--- src/sv/bbcd_pkg.sv ---
`timescale 1ns / 1ps
package bbcd_pkg;

    localparam int SLOTS     = 32;
    localparam int IDX_W     = (SLOTS > 1) ? $clog2(SLOTS) : 1;
    localparam int LIM_W     = 9;
    localparam int COUNT_W   = 8;
    localparam int TIME_W    = 32;
    localparam int DEV_W     = 8;
    localparam int BLK_W     = 32;
    localparam int SLOT_W    = 5;
    localparam int STATUS_W  = 2;
    localparam int IN_DATA_W = 80;
    localparam int OUT_DATA_W = 16;

    localparam logic [COUNT_W-1:0] COUNT_MAX = '1;

    typedef enum logic [1:0] {
        KIND_READ    = 2'd0,
        KIND_RELEASE = 2'd1,
        KIND_PIN     = 2'd2,
        KIND_UNPIN   = 2'd3
    } t_kind;

    typedef enum logic [STATUS_W-1:0] {
        ST_OK        = 2'd0,
        ST_NO_BUF    = 2'd1,
        ST_UNDERFLOW = 2'd2,
        ST_OVERFLOW  = 2'd3
    } t_status;

    typedef struct packed {
        logic accept;
        logic scan;
        logic commit;
    } t_bbcd_cmd;

    typedef struct packed {
        logic in_read;
        logic scan_done;
        logic out_free;
    } t_bbcd_sts;

endpackage

--- src/sv/bbcd_ctrl.sv ---
`timescale 1ns / 1ps
module bbcd_ctrl (
    input  logic                i_clk,
    input  logic                i_rst_n,
    input  logic                i_in_valid,
    output logic                o_in_ready,
    input  bbcd_pkg::t_bbcd_sts i_sts,
    output bbcd_pkg::t_bbcd_cmd o_cmd
);
    import bbcd_pkg::*;

    typedef enum logic [2:0] {
        S_IDLE = 3'b001,
        S_SCAN = 3'b010,
        S_DONE = 3'b100
    } t_state;

    t_state r_state, n_state;

    assign o_in_ready   = (r_state == S_IDLE);
    assign o_cmd.accept = (r_state == S_IDLE) && i_in_valid;
    assign o_cmd.scan   = (r_state == S_SCAN);
    assign o_cmd.commit = (r_state == S_DONE) && i_sts.out_free;

    always_comb begin
        n_state = r_state;
        case (r_state)
            S_IDLE: begin
                if (i_in_valid) begin
                    n_state = i_sts.in_read ? S_SCAN : S_DONE;
                end
            end
            S_SCAN: begin
                if (i_sts.scan_done) begin
                    n_state = S_DONE;
                end
            end
            S_DONE: begin
                if (i_sts.out_free) begin
                    n_state = S_IDLE;
                end
            end
            default: n_state = S_IDLE;
        endcase
    end

    always_ff @(posedge i_clk) begin
        if (!i_rst_n) begin
            r_state <= S_IDLE;
        end else begin
            r_state <= n_state;
        end
    end

endmodule

--- src/sv/bbcd_dp.sv ---
`timescale 1ns / 1ps
module bbcd_dp (
    input  logic                          i_clk,
    input  logic                          i_rst_n,
    input  bbcd_pkg::t_bbcd_cmd           i_cmd,
    output bbcd_pkg::t_bbcd_sts           o_sts,
    input  logic [1:0]                    i_kind,
    input  logic [bbcd_pkg::DEV_W-1:0]    i_device,
    input  logic [bbcd_pkg::BLK_W-1:0]    i_block_number,
    input  logic [bbcd_pkg::SLOT_W-1:0]   i_slot_in,
    input  logic [bbcd_pkg::TIME_W-1:0]   i_now,
    output logic                          o_out_valid,
    input  logic                          i_out_ready,
    output logic [bbcd_pkg::SLOT_W-1:0]   o_slot_out,
    output logic                          o_hit,
    output logic                          o_needs_fill,
    output logic [bbcd_pkg::STATUS_W-1:0] o_status
);
    import bbcd_pkg::*;

    logic [DEV_W-1:0]   r_tag_dev  [SLOTS];
    logic [BLK_W-1:0]   r_tag_blk  [SLOTS];
    logic [SLOTS-1:0]   r_in_use;
    logic [COUNT_W-1:0] r_count    [SLOTS];
    logic [TIME_W-1:0]  r_time     [SLOTS];
    logic [SLOTS-1:0]   r_cvalid;

    logic [1:0]         r_kind;
    logic [DEV_W-1:0]   r_dev;
    logic [BLK_W-1:0]   r_blk;
    logic [SLOT_W-1:0]  r_slot;
    logic [TIME_W-1:0]  r_now;

    logic [IDX_W-1:0]   r_idx;
    logic               r_hit_found;
    logic [IDX_W-1:0]   r_hit_idx;
    logic               r_vic_found;
    logic [IDX_W-1:0]   r_vic_idx;
    logic [TIME_W-1:0]  r_vic_time;

    logic               r_out_valid;
    logic [SLOT_W-1:0]  r_slot_out;
    logic               r_hit;
    logic               r_fill;
    logic [STATUS_W-1:0] r_status;

    logic [IDX_W-1:0]   w_cidx;
    logic [IDX_W-1:0]   w_addr;
    logic [DEV_W-1:0]   w_rd_dev;
    logic [BLK_W-1:0]   w_rd_blk;
    logic               w_rd_use;
    logic [COUNT_W-1:0] w_rd_cnt;
    logic [TIME_W-1:0]  w_rd_time;
    logic               w_rd_cv;
    logic               w_match;
    logic               w_last;
    logic               w_slot_ok;

    logic               w_wr_cnt;
    logic [COUNT_W-1:0] w_new_cnt;
    logic               w_wr_time;
    logic               w_retag;
    logic               w_set_cv;
    logic [SLOT_W-1:0]  w_res_slot;
    logic               w_res_hit;
    logic               w_res_fill;
    logic [STATUS_W-1:0] w_res_status;

    assign w_slot_ok = (LIM_W'(r_slot) < LIM_W'(SLOTS));

    always_comb begin
        if (r_kind != KIND_READ) begin
            w_cidx = IDX_W'(r_slot);
        end else if (r_hit_found) begin
            w_cidx = r_hit_idx;
        end else begin
            w_cidx = r_vic_idx;
        end
    end

    assign w_addr    = i_cmd.scan ? r_idx : w_cidx;
    assign w_rd_dev  = r_tag_dev[w_addr];
    assign w_rd_blk  = r_tag_blk[w_addr];
    assign w_rd_use  = r_in_use[w_addr];
    assign w_rd_cnt  = r_count[w_addr];
    assign w_rd_time = r_time[w_addr];
    assign w_rd_cv   = r_cvalid[w_addr];

    assign w_match = w_rd_use && (w_rd_dev == r_dev) && (w_rd_blk == r_blk);
    assign w_last  = (r_idx == IDX_W'(SLOTS - 1));

    assign o_sts.in_read   = (i_kind == KIND_READ);
    assign o_sts.scan_done = w_match || w_last;
    assign o_sts.out_free  = !r_out_valid || i_out_ready;

    always_comb begin
        w_wr_cnt     = 1'b0;
        w_new_cnt    = w_rd_cnt;
        w_wr_time    = 1'b0;
        w_retag      = 1'b0;
        w_set_cv     = 1'b0;
        w_res_slot   = r_slot;
        w_res_hit    = 1'b0;
        w_res_fill   = 1'b0;
        w_res_status = ST_OK;
        case (r_kind)
            KIND_READ: begin
                if (r_hit_found) begin
                    w_res_slot = SLOT_W'(r_hit_idx);
                    w_res_hit  = 1'b1;
                    if (w_rd_cnt == COUNT_MAX) begin
                        w_res_status = ST_OVERFLOW;
                    end else begin
                        w_wr_cnt   = 1'b1;
                        w_new_cnt  = w_rd_cnt + 1'b1;
                        w_set_cv   = 1'b1;
                        w_res_fill = !w_rd_cv;
                    end
                end else if (r_vic_found) begin
                    w_res_slot = SLOT_W'(r_vic_idx);
                    w_retag    = 1'b1;
                    w_wr_cnt   = 1'b1;
                    w_new_cnt  = COUNT_W'(1);
                    w_set_cv   = 1'b1;
                    w_res_fill = 1'b1;
                end else begin
                    w_res_slot   = '0;
                    w_res_status = ST_NO_BUF;
                end
            end
            KIND_PIN: begin
                if (w_slot_ok) begin
                    if (w_rd_cnt == COUNT_MAX) begin
                        w_res_status = ST_OVERFLOW;
                    end else begin
                        w_wr_cnt  = 1'b1;
                        w_new_cnt = w_rd_cnt + 1'b1;
                    end
                end
            end
            KIND_RELEASE, KIND_UNPIN: begin
                if (w_slot_ok) begin
                    if (w_rd_cnt == '0) begin
                        w_res_status = ST_UNDERFLOW;
                    end else begin
                        w_wr_cnt  = 1'b1;
                        w_new_cnt = w_rd_cnt - 1'b1;
                        w_wr_time = (r_kind == KIND_RELEASE) && (w_rd_cnt == COUNT_W'(1));
                    end
                end
            end
            default: begin
                w_res_status = ST_OK;
            end
        endcase
    end

    always_ff @(posedge i_clk) begin
        if (i_cmd.accept) begin
            r_kind <= i_kind;
            r_dev  <= i_device;
            r_blk  <= i_block_number;
            r_slot <= i_slot_in;
            r_now  <= i_now;
        end
        if (i_cmd.scan) begin
            if (w_match && !r_hit_found) begin
                r_hit_idx <= r_idx;
            end
            if (w_rd_cnt == '0 && (!r_vic_found || w_rd_time < r_vic_time)) begin
                r_vic_idx  <= r_idx;
                r_vic_time <= w_rd_time;
            end
        end
        if (i_cmd.commit && w_retag) begin
            r_tag_dev[w_cidx] <= r_dev;
            r_tag_blk[w_cidx] <= r_blk;
        end
        if (i_cmd.commit) begin
            r_slot_out <= w_res_slot;
            r_hit      <= w_res_hit;
            r_fill     <= w_res_fill;
            r_status   <= w_res_status;
        end
    end

    always_ff @(posedge i_clk) begin
        if (!i_rst_n) begin
            r_in_use    <= '0;
            r_cvalid    <= '0;
            r_idx       <= '0;
            r_hit_found <= 1'b0;
            r_vic_found <= 1'b0;
            r_out_valid <= 1'b0;
            for (int i = 0; i < SLOTS; i++) begin
                r_count[i] <= '0;
                r_time[i]  <= '0;
            end
        end else begin
            if (i_cmd.accept) begin
                r_idx       <= '0;
                r_hit_found <= 1'b0;
                r_vic_found <= 1'b0;
            end else if (i_cmd.scan) begin
                r_idx <= r_idx + 1'b1;
                if (w_match) begin
                    r_hit_found <= 1'b1;
                end
                if (w_rd_cnt == '0) begin
                    r_vic_found <= 1'b1;
                end
            end
            if (i_cmd.commit) begin
                if (w_wr_cnt) begin
                    r_count[w_cidx] <= w_new_cnt;
                end
                if (w_wr_time) begin
                    r_time[w_cidx] <= r_now;
                end
                if (w_retag) begin
                    r_in_use[w_cidx] <= 1'b1;
                end
                if (w_set_cv) begin
                    r_cvalid[w_cidx] <= 1'b1;
                end
            end
            if (i_cmd.commit) begin
                r_out_valid <= 1'b1;
            end else if (i_out_ready) begin
                r_out_valid <= 1'b0;
            end
        end
    end

    assign o_out_valid  = r_out_valid;
    assign o_slot_out   = r_slot_out;
    assign o_hit        = r_hit;
    assign o_needs_fill = r_fill;
    assign o_status     = r_status;

endmodule

--- src/sv/block_buffer_cache_directory.sv ---
// Buffer cache directory: one request in, one result out.
// Input stream s_axis: tuser carries the request kind (read, release, pin,
// unpin); tdata carries device, block number, slot and the current tick.
// Output stream m_axis: tdata carries the slot, hit, needs-fill flag and
// status of each request, one result per request, in request order.
// A read walks the slots one per cycle looking for a matching tag and the
// oldest unreferenced victim at the same time; it stops at the first hit.
// A read passes through the scan state, then the done state; a miss walks all
// SLOTS slots. Release, pin and unpin go straight to the done state.
// Only one request is in work at a time; the next is accepted the cycle
// after the result is loaded into the output register.
// If m_axis stalls, the finished result waits in the output register and
// the directory holds its update until the register frees up.
// Synchronous active-low reset empties the directory: no tags in use, all
// counts and last-use times zero, no contents valid; no clearing pass.
`timescale 1ns / 1ps
module block_buffer_cache_directory (
    input  logic        i_clk,
    input  logic        i_rst_n,
    input  logic        s_axis_tvalid,
    output logic        s_axis_tready,
    // [7:0] device, [39:8] block_number, [44:40] slot_in, [76:45] now
    input  logic [bbcd_pkg::IN_DATA_W-1:0]  s_axis_tdata,
    // [1:0] kind
    input  logic [1:0]  s_axis_tuser,
    output logic        m_axis_tvalid,
    input  logic        m_axis_tready,
    // [4:0] slot_out, [5] hit, [6] needs_fill, [8:7] status
    output logic [bbcd_pkg::OUT_DATA_W-1:0] m_axis_tdata
);
    import bbcd_pkg::*;

    t_bbcd_cmd           w_cmd;
    t_bbcd_sts           w_sts;
    logic [SLOT_W-1:0]   w_slot_out;
    logic                w_hit;
    logic                w_fill;
    logic [STATUS_W-1:0] w_status;

    bbcd_ctrl u_ctrl (
        .i_clk      (i_clk),
        .i_rst_n    (i_rst_n),
        .i_in_valid (s_axis_tvalid),
        .o_in_ready (s_axis_tready),
        .i_sts      (w_sts),
        .o_cmd      (w_cmd)
    );

    bbcd_dp u_dp (
        .i_clk          (i_clk),
        .i_rst_n        (i_rst_n),
        .i_cmd          (w_cmd),
        .o_sts          (w_sts),
        .i_kind         (s_axis_tuser),
        .i_device       (s_axis_tdata[7:0]),
        .i_block_number (s_axis_tdata[39:8]),
        .i_slot_in      (s_axis_tdata[44:40]),
        .i_now          (s_axis_tdata[76:45]),
        .o_out_valid    (m_axis_tvalid),
        .i_out_ready    (m_axis_tready),
        .o_slot_out     (w_slot_out),
        .o_hit          (w_hit),
        .o_needs_fill   (w_fill),
        .o_status       (w_status)
    );

    assign m_axis_tdata = {7'b0, w_status, w_fill, w_hit, w_slot_out};

endmodule
--- config.mk ---
export PLATFORM = sky130hd
export DESIGN_NAME = block_buffer_cache_directory
export DESIGN_NICKNAME = d
export VERILOG_FILES = /design/src/sv/bbcd_pkg.sv /design/src/sv/bbcd_ctrl.sv /design/src/sv/bbcd_dp.sv /design/src/sv/block_buffer_cache_directory.sv
export SDC_FILE = /design/constraint.sdc
export NUM_CORES = 2
export LEC_CHECK = 0
export BUFFER_PORTS_ARGS = -buffer_cell sky130_fd_sc_hd__clkbuf_2
export CELL_PAD_IN_SITES_DETAIL_PLACEMENT = 1
export CELL_PAD_IN_SITES_GLOBAL_PLACEMENT = 1
export CORE_MARGIN = 5
export CORE_UTILIZATION = 57
export DETAILED_ROUTE_END_ITERATION = 7
export PLACE_DENSITY = 0.81
export SLEW_MARGIN = 40
export SYNTH_ARGS = -nofsm -noshare
export SYNTH_HDL_FRONTEND = slang
export SYNTH_SLANG_ARGS = --single-unit
--- constraint.sdc ---
create_clock -name i_clk -period 19.8 [get_ports i_clk]
set_input_delay 2.97 -clock i_clk [delete_from_list [all_inputs] [get_ports i_clk]]
set_output_delay 2.97 -clock i_clk [all_outputs]
set_load 0.01 [all_outputs]
==> results.sh <==
export IMPL_status="finished clean"
export IMPL_drv_slew=0
export IMPL_grt_pass1_vias=90500
export IMPL_skew_ns=0.0605
export IMPL_yosys_mux_area_fraction=0.0247
export IMPL_drt_total_wl_mm=434
export IMPL_multi_input_area_mm2=0.0353
export IMPL_arrival_ns=9.94
export IMPL_clkTransAtPathRegs_ns=0.06
export IMPL_core_area_mm2=0.210
export IMPL_tightest_slew_ns=0.980
export IMPL_cts_root_buf="clkbuf_16"
export IMPL_area_growth_pct=11.3
export IMPL_clock_latency_ns=0.97
export IMPL_fmax_ghz=0.108
export IMPL_ys_ff_latch=2765
export IMPL_fillers=20100
export IMPL_hold_class="reg -> reg"
export IMPL_viasPerCell=6.84
export IMPL_fin_nets=9777
export IMPL_finalCriticalPeriod_ns=9.26
export IMPL_grt_pass1_wl_mm=621
export IMPL_cp_max_fo=126
export IMPL_die_w_um=469
export IMPL_rsz0062_at_grt="false"
export IMPL_hpwl_mm=234
export IMPL_tns_ns=0
export IMPL_grt_max_degree=147
export IMPL_overflow=0
export IMPL_end_kind="register"
export IMPL_synthSimpleGateAreaFrac=0.192
export IMPL_powerDensity_mw_per_mm2=103
export IMPL_path_class="reg -> reg"
export IMPL_start_util=0.573
export IMPL_die_area_mm2=0.220
export IMPL_pin_count=104
export IMPL_ys_seq_area_frac=0.684
export IMPL_cts_setup_buffers=0
export IMPL_synth_edf_count=2690
export IMPL_synth_adder_area_share=0.00385
export IMPL_min_period_over_period=0.468
export IMPL_finalHoldViolCount=0
export IMPL_whs_ns=0.469
export IMPL_synth_compound_area_share=0.0622
export IMPL_relSlewSlack=0.344
export IMPL_synthCells=9710
export IMPL_synthXorXnorAreaFrac=0.00270
export IMPL_setup_viol=0
export IMPL_drc=0
export IMPL_syn_area_per_cell_um2=12.4
export IMPL_synth_top_family_by_area="simple AND/OR/NAND/NOR gates"
export IMPL_ff_latch_area_mm2=0.0823
export IMPL_ys_flop_type="edfxtp_1"
export IMPL_irDropWorstVdd_v=0.000116
export IMPL_drv_cap=0
export IMPL_post_dp_cell_area_mm2=0.124
export IMPL_ant_nets=0
export IMPL_ys_types=96
export IMPL_async_flop_share=0
export IMPL_layout_drive_gt1_share=0.0998
export IMPL_wl_per_cell_um=34.2
export IMPL_vias=86800
export IMPL_final_core_util=0.638
export IMPL_ctsHoldBuffers=0
export IMPL_synth_area_mm2=0.120
export IMPL_design_area_mm2=0.134
export IMPL_cts_resized=0
export IMPL_drt_pass1_iterations=8
export IMPL_drtIter0Drc=11900
export IMPL_antenna_found_initial=20
export IMPL_cp_start_kind="register"
export IMPL_cts_tree="done"
export IMPL_grt_usage=0.383
export IMPL_numCtsBuffers=303
export IMPL_synth_warnings=0
export IMPL_crit_required_ns=20.49
export IMPL_rows=168
export IMPL_cts_max_path_buffers=4
export IMPL_port_buffers=93
export IMPL_p_leak_nw=47.8
export IMPL_clock_sinks=2765
export IMPL_ctsHtreeMaxLevel=5
export IMPL_gp_congestion=0.905
export IMPL_die_height_um=469
-- synthesized netlist by cell type (70+ instances only) --
library cell	count	area [µm²]
edfxtp_1	2690	80800
nand2_1	1851	6950
and2_1	1064	6660
nand3_1	952	4760
clkbuf_1	367	1380
nor2_1	302	1130
mux2i_1	276	2760
buf_2	256	1280
and3_1	253	1580
a211oi_1	201	1510
o21ai_0	178	891
a21oi_1	130	651
a31oi_1	120	751
nor2b_1	104	651
o22ai_1	88	551
dfxtp_1	75	1500
a311oi_1	70	613
-- per-layer routing --
layer / GRT usage / vias up / wire length (µm)
met3: 0.0846 / 1889 / 45500
met2: 0.610 / 6087 / 202000
li1: - / 35000 / -
met5: 0 / - / 137
met4: 0.271 / 14 / 36600
met1: 0.466 / 43700 / 150000
-- cells by family (layout without fill, tap and decap cells) --
group / Yosys count / after routing
adders and majority gates: 37 / 37
buffers and inverters: 804 / 961
muxes: 294 / 294
xor gates and xnor gates: 37 / 37
other: 1 / 21
and+or+nand+nor: 4702 / 4702
DFF: 2765 / 2765
AOI/OAI and AO/OA: 1070 / 1070
-- layout by cell type, fill, tap and decap left out, types with 25 or more instances in the layout --
cell type / Yosys / final
a2111oi_0: 29 / 29
a211o_1: 27 / 27
a211oi_1: 201 / 196
a21oi_1: 130 / 130
a22oi_1: 25 / 25
a311oi_1: 70 / 70
a31oi_1: 120 / 118
and2_1: 1064 / 1063
and3_1: 253 / 253
buf_4: 43 / 190
buf_6: 24 / 78
clkbuf_1: 367 / 73
clkbuf_16: 0 / 309
clkbuf_2: 3 / 92
clkinv_1: 0 / 59
clkinv_2: 0 / 39
dfxtp_1: 75 / 74
edfxtp_1: 2690 / 2690
ha_1: 37 / 37
inv_1: 42 / 42
mux2i_1: 276 / 276
nand2_1: 1851 / 1846
nand3_1: 952 / 951
nand4_1: 31 / 31
nor2_1: 302 / 262
nor2_4: 26 / 71
nor2b_1: 104 / 104
nor4_1: 35 / 33
o21a_1: 36 / 36
o21ai_0: 178 / 142
o21ai_4: 1 / 33
o22ai_1: 88 / 87
-- through the flow --
| stage | total power [mW] | setup WS, ns | std cells |
|---|---|---|---|
| 4_1_cts | 13.8 | 10.44 | 12600 |
| 5_1_grt | 14.2 | 10.34 | 12700 |
| 6_report | 13.8 | 10.54 | 12700 |
| 2_1_floorplan | 7.71 | 11.54 | 9716 |
| 3_5_place_dp | 8.40 | 10.51 | 12100 |
| 3_3_place_gp | 8.30 | 10.71 | 12100 |
-- report_power, final --
part / total, mW / switching (mW) / internal [mW] / leakage, nW
clock: 5.45 / 2.34 / 3.11 / 4.47
combinational: 1.76 / 1.32 / 0.445 / 16.8
sequential: 6.62 / 0.0684 / 6.55 / 26.5
total: 13.8 / 3.72 / 10.1 / 47.8
-- critical path, cell delays in order (launching register included) --
cell	delay, ns
edfxtp_1	0.73
or2_1	0.56
o211a_2	0.45
nor2_4	0.44
buf_4	0.63
buf_12	0.62
buf_4	0.76
buf_4	0.73
nand2_1	0.13
nand3_1	0.12
and3_1	0.18
a31oi_1	0.13
a221oi_2	0.88
nor4_4	0.16
nand2_1	0.15
or3_4	0.36
buf_12	0.29
buf_6	0.60
nor2_4	0.27
buf_4	0.35
and2_1	0.21
-- registers in the layout, indices dropped and copies added (netlist names), 2 cells and up --
signal and count:
u_dp.r_vic_time 32, u_dp.o_slot_out 5, u_dp.r_blk 32, u_dp.o_status 2, u_dp.r_cvalid 32, u_dp.r_now 32
u_dp.r_hit_idx 5, u_dp.r_time 1024, u_dp.r_tag_dev 256, u_dp.r_dev 8, u_dp.r_kind 2, u_dp.r_count 256
u_dp.r_in_use 32, u_dp.r_vic_idx 5, u_dp.r_slot 5, u_dp.r_idx 5, u_ctrl.r_state 3, u_dp.r_tag_blk 1024
-- path summary, 6_finish.rpt --
path,start,to,slack (ns),cells after the start
setup reg to reg,u_dp.r_kind[0]$_DFFE_PP_,u_dp.r_time[2][7]$_SDFFCE_PN0P_,10.54,20
hold reg to reg,u_dp.r_in_use[26]$_SDFFE_PN0P_,u_dp.r_in_use[26]$_SDFFE_PN0P_,0.47,1
setup / recovery,u_dp.r_kind[0]$_DFFE_PP_,u_dp.r_time[2][7]$_SDFFCE_PN0P_,10.54,20
hold / removal,u_dp.r_in_use[26]$_SDFFE_PN0P_,u_dp.r_in_use[26]$_SDFFE_PN0P_,0.47,1
-- cell type report --
cell class              count  share of cell area
well taps                2805              0.0262
diodes                     14            0.000262
flip-flops and latches   2765               0.615
repair buffers            395              0.0251
clock inverters           137             0.00842
inverters                  42             0.00118
clock buffers             387              0.0604
multi-input cells        6147               0.263
No activity file was read; power rests on OpenSTA's default activity.
